[config.mk]
export PLATFORM = sky130hd
export DESIGN_NAME = nngs_axis
export DESIGN_NICKNAME = d
export VERILOG_FILES = /design/src/nngs_pkg.sv /design/src/nngs_axis.sv
export SDC_FILE = /design/constraint.sdc
export NUM_CORES = 2
export LEC_CHECK = 0
export BUFFER_PORTS_ARGS = -buffer_cell sky130_fd_sc_hd__buf_2
export CAP_MARGIN = 20
export CORE_AREA = 5 5 261 263
export CTS_BUF_LIST = sky130_fd_sc_hd__clkbuf_16
export DETAILED_ROUTE_END_ITERATION = 10
export DIE_AREA = 0 0 266 268
export PLACE_DENSITY = 0.82
export SETUP_SLACK_MARGIN = 0.1
export SLEW_MARGIN = 20
export SYNTH_ARGS = -nofsm -noshare
export SYNTH_HDL_FRONTEND = slang
export SYNTH_SLANG_ARGS = --single-unit
export TNS_END_PERCENT = 10
[constraint.sdc]
create_clock -name clk_i -period 18.8 [get_ports clk_i]
set_input_delay 0 -clock clk_i [delete_from_list [all_inputs] [get_ports clk_i]]
set_output_delay 0 -clock clk_i [all_outputs]
set_load 0.005 [all_outputs]
[src/nngs_pkg.sv]
`default_nettype none

package nngs_pkg;

  localparam int unsigned MAX_SIDE_DEF    = 256;
  localparam int unsigned SAMPLE_BITS_DEF = 16;

  localparam int unsigned STORE_DEPTH = 65536;
  localparam int unsigned STORE_AW    = 16;

  localparam int unsigned COORD_W = 32;
  localparam int unsigned SIZE_W  = 9;
  localparam int unsigned VALUE_W = 16;

  typedef enum logic {
    CMD_WRITE = 1'b0,
    CMD_QUERY = 1'b1
  } cmd_e;

  typedef enum logic {
    BND_ZERO      = 1'b0,
    BND_REPLICATE = 1'b1
  } bnd_mode_e;

  typedef enum logic [2:0] {
    REG_BOUNDARY_MODE = 3'd0,
    REG_ORIGIN_X      = 3'd1,
    REG_ORIGIN_Y      = 3'd2,
    REG_INV_SPACING_X = 3'd3,
    REG_INV_SPACING_Y = 3'd4,
    REG_SIZE_X        = 3'd5,
    REG_SIZE_Y        = 3'd6
  } reg_idx_e;

  // Per-axis mapping settings handed to an axis unit.
  typedef struct packed {
    logic [COORD_W-1:0] origin;
    logic [COORD_W-1:0] inv;
  } axis_cfg_t;

endpackage

`default_nettype wire

[src/nngs_axis.sv]
`default_nettype none

// Maps one coordinate to a cell index over four stages:
// difference, magnitude, scale, round and bound.
module nngs_axis #(
  parameter int unsigned MAX_SIDE = nngs_pkg::MAX_SIDE_DEF,
  localparam int unsigned NW = $clog2(MAX_SIDE + 1),
  localparam int unsigned IW = $clog2(MAX_SIDE)
) (
  input  wire logic                           clk_i,
  input  wire logic                           en_i,
  input  wire nngs_pkg::axis_cfg_t            cfg_i,
  input  wire logic [NW-1:0]                  n_i,
  input  wire logic [nngs_pkg::COORD_W-1:0]   coord_i,
  output logic      [IW-1:0]                  idx_o,
  output logic                                oob_o
);

  localparam int unsigned CW = nngs_pkg::COORD_W;

  logic [CW:0]     diff_q, diff_d;
  logic [CW-1:0]   mag_q, mag_d;
  logic            pos2_q, pos2_d;
  logic [CW-1:0]   ipart_q, ipart_d;
  logic            pos3_q;
  logic [2*CW-1:0] prod;
  logic [NW-1:0]   n_m1;
  logic            big;
  logic [IW-1:0]   idx_q, idx_d;
  logic            oob_q, oob_d;
  logic [CW:0]     diff_neg;

  assign diff_d   = {coord_i[CW-1], coord_i} - {cfg_i.origin[CW-1], cfg_i.origin};
  assign diff_neg = -diff_q;

  // Positive distance with a non-zero scale floors; everything else gives ceil - 1.
  assign pos2_d = !diff_q[CW] && (diff_q != '0) && (cfg_i.inv != '0);
  assign mag_d  = diff_q[CW] ? diff_neg[CW-1:0] : diff_q[CW-1:0];

  assign prod    = mag_q * cfg_i.inv;
  assign ipart_d = prod[2*CW-1:CW];

  assign n_m1 = n_i - NW'(1);
  assign big  = ipart_q > CW'(n_m1);

  always_comb begin
    if (!pos3_q) begin
      idx_d = '0;
      oob_d = 1'b1;
    end else if (big) begin
      idx_d = n_m1[IW-1:0];
      oob_d = 1'b1;
    end else begin
      idx_d = ipart_q[IW-1:0];
      oob_d = 1'b0;
    end
  end

  always_ff @(posedge clk_i) begin
    if (en_i) begin
      diff_q  <= diff_d;
      mag_q   <= mag_d;
      pos2_q  <= pos2_d;
      ipart_q <= ipart_d;
      pos3_q  <= pos2_q;
      idx_q   <= idx_d;
      oob_q   <= oob_d;
    end
  end

  assign idx_o = idx_q;
  assign oob_o = oob_q;

endmodule

`default_nettype wire

==> results.py <==
metrics = {
    "drt": {
        "drt_wl_total_um": 99600,
        "vias": 28413,
        "wire_per_inst_um": 19.9,
        "dr.pass1.iters": 5,
        "antenna_left": 0,
        "drc": 0,
        "vias_per_cell": 5.68,
        "drt_iter0_markers": 2282,
    },
    "synth": {
        "synth_area_leader_cell": "fa_1",
        "synth_seq_cells": 108,
        "synthesis.nets": 5482,
        "yosys_warnings": 0,
        "yosysUniqueCellTypes": 63,
        "synth_top_area_share": 0.460,
        "avgSynthCellArea_um2": 9.33,
        "seq_area_frac_synth": 0.0832,
        "synth_edf_count": 108,
        "synthesis.area_mm2": 0.0390,
        "synth-main-ff-cell": "edfxtp_1",
        "yosys-top-cells-area": "fa_1, ha_1, and2_1",
        "netlist_instances": 4176,
        "async_flop_share": 0,
    },
    "timing": {
        "fin_crit_sh": 0.489,
        "slew_headroom": 0.242,
        "worstMarginPinSlew_ps": 1120,
        "fin_crit_ps": 9200,
        "final.setup.tns_ps": 0,
        "rsz0062_at_grt": "false",
        "clock_skew_ps": 14.8,
        "hold_viol_final": 0,
        "setup_viol": 0,
        "drv_slew": 0,
        "max_clock_freq_mhz": 109,
    },
    "min_path": {
        "min_path_cells": 3,
        "hp-class": "in -> reg",
    },
    "worst_setup_path": {
        "r2r_cells": 24,
        "worstPathArrival_ps": 9330,
        "cp.required_ps": 18930,
        "critPathKind": "reg -> reg",
        "worstPathMaxFanout": 32,
        "worstSetupStartpointType": "flop",
        "cp-end-kind": "flop",
    },
    "floorplan": {
        "ios": 116,
        "rows": 94,
        "start_util": 0.596,
        "dieArea_mm2": 0.0713,
        "die_h_um": 268,
        "die_x_um": 266,
        "design.core.area_mm2": 0.0654,
    },
    "placement": {
        "place.gp.congestion": 0.950,
        "hpwl_um": 77300,
        "portBuffers": 115,
    },
    "clock_tree": {
        "cts_setup_buffers": 0,
        "clk_path_buf_depth": 2,
        "root_buffer": "clkbuf_16",
        "insertion_delay_ps": 380,
        "cts_tree": "done",
        "cts_inserted_buffers": 9,
        "cts.sinks": 108,
        "path_clk_slew_ps": 90,
        "ctsHtreeMaxLevel": 3,
        "cts_hold_buf": 0,
        "postCtsResizedCells": 0,
    },
    "global_route": {
        "grt.overflow.total": 0,
        "grt_start_max_net_pins": 56,
        "grt_usage": 0.291,
        "grt_pass1_wl_um": 164000,
        "grt_pass1_vias": 30856,
        "antenna_found_initial": 4,
    },
    "finish": {
        "drive_gt1_frac": 0.0438,
        "diodes": 0,
        "nets": 5436,
        "syn2layout_area_growth_pct": 3.67,
    },
    "run": {
        "cap_violations": 0,
    },
    "status": {
        "outcome": "complete, no violations",
    },
}
## per-stage QoR
stage	util	cells	area (um2)	hold slack [ps]	setup slack, ps
after floorplan	-	4176	39000	112	11210
final	0.618	4999	40400	37.9	9600
after CTS	0.618	4999	40400	28.7	9740
after global placement	0.613	4983	40100	405	10000
after global routing	0.618	4999	40400	69.6	9260
after detailed placement	0.613	4983	40100	398	9780
## cell usage after synthesis, types with 5 or more instances
cell type	n
nand2b_1	6
nor2b_1	15
o31ai_1	12
and2_1	597
a21boi_0	7
a21o_1	42
a21oi_1	95
or4_1	5
nand3b_1	5
edfxtp_1	108
a211oi_1	8
fa_1	896
nor2_1	55
and3_1	9
clkbuf_1	205
a31oi_1	12
xor2_1	25
a211o_1	5
o21bai_1	11
nor4_1	18
inv_1	923
nand3_1	21
or3_1	8
o211a_1	8
ha_1	303
nand2_1	528
a311oi_1	5
o21a_1	8
o21ai_0	67
nor3_1	19
nand4_1	22
xnor2_1	72
## cell usage in the layout (no fill, tap or decap), drive strengths merged, types with 7 or more instances in the layout
| cell type | n |
|---|---|
| o21ai | 68 |
| xor2 | 25 |
| nand3 | 21 |
| nor2 | 55 |
| and2 | 597 |
| a21oi | 95 |
| o31ai | 12 |
| edfxtp | 108 |
| nor2b | 15 |
| o211a | 8 |
| ha | 303 |
| or4 | 9 |
| o21bai | 11 |
| nor3 | 20 |
| nor4 | 18 |
| xnor2 | 72 |
| nand2 | 528 |
| a31oi | 12 |
| a21boi | 7 |
| and3 | 9 |
| nand4 | 22 |
| buf | 150 |
| a211oi | 8 |
| o21a | 8 |
| inv | 928 |
| a21o | 42 |
| fa | 896 |
| or3 | 11 |
| clkbuf | 9 |
## worst max-delay path, cell delays in order (launching register included)
cell and delay [ps]:
edfxtp_1 390, buf_4 280, and2_1 240, fa_1 570
fa_1 440, fa_1 550, inv_1 60, fa_1 470
inv_1 50, fa_1 490, inv_1 50, fa_1 550
inv_1 50, fa_1 500, fa_1 450, ha_1 370
and3_1 270, nand3_1 110, or3_1 330, a2111oi_0 810
nor3_1 150, o21ai_0 920, a31oi_1 370, o21ai_0 330
xor2_1 110
## path summary, 6_finish.rpt
path	startpoint	to	slack, ps
min reg2reg	pos2_q$_DFFE_PP_	pos3_q$_DFFE_PP_	420
max	mag_q[13]$_DFFE_PP_	ipart_q[23]$_DFFE_PP_	9600
max reg2reg	mag_q[13]$_DFFE_PP_	ipart_q[23]$_DFFE_PP_	9600
min	cfg_i[32]	diff_q[0]$_DFFE_PP_	40
## area by class of cell
class	instances	area [um2]
tap	864	1080
multi-input combinational	2938	31500
inverter	923	3460
fill	5305	25000
timing repair buffer	150	841
sequential	108	3240
clock inverter	7	57.6
clock buffer	9	225
## per-layer routing
layer | global-route usage | vias up | share of wire
li1 | - | 12367 | -
met3 | 0.0958 | 245 | 0.13
met1 | 0.395 | 14210 | 0.39
met5 | 0 | - | 0.00043
met4 | 0.0897 | 6 | 0.034
met2 | 0.452 | 1585 | 0.45
## cell families (layout without fill, tap and decap cells)
| group | Yosys count | in the layout | share of synthesized area |
|---|---|---|---|
| compound gates | 315 | 315 | 0.0522 |
| fa+ha+maj | 1199 | 1199 | 0.558 |
| buf+inv | 1130 | 1089 | 0.109 |
| flops | 108 | 108 | 0.0832 |
| mux | 1 | 1 | 0.000257 |
| xor+xnor | 97 | 97 | 0.0218 |
| simple gates | 1326 | 1326 | 0.176 |
## registers in the layout, indices dropped and copies added, names as in the netlist
name     cells
pos2_q       1
ipart_q     32
idx_o        8
oob_o        1
pos3_q       1
diff_q      33
mag_q       32
Power is not shown: default switching activity piles up to over one toggle a cycle in this logic, so the estimate is an artifact.
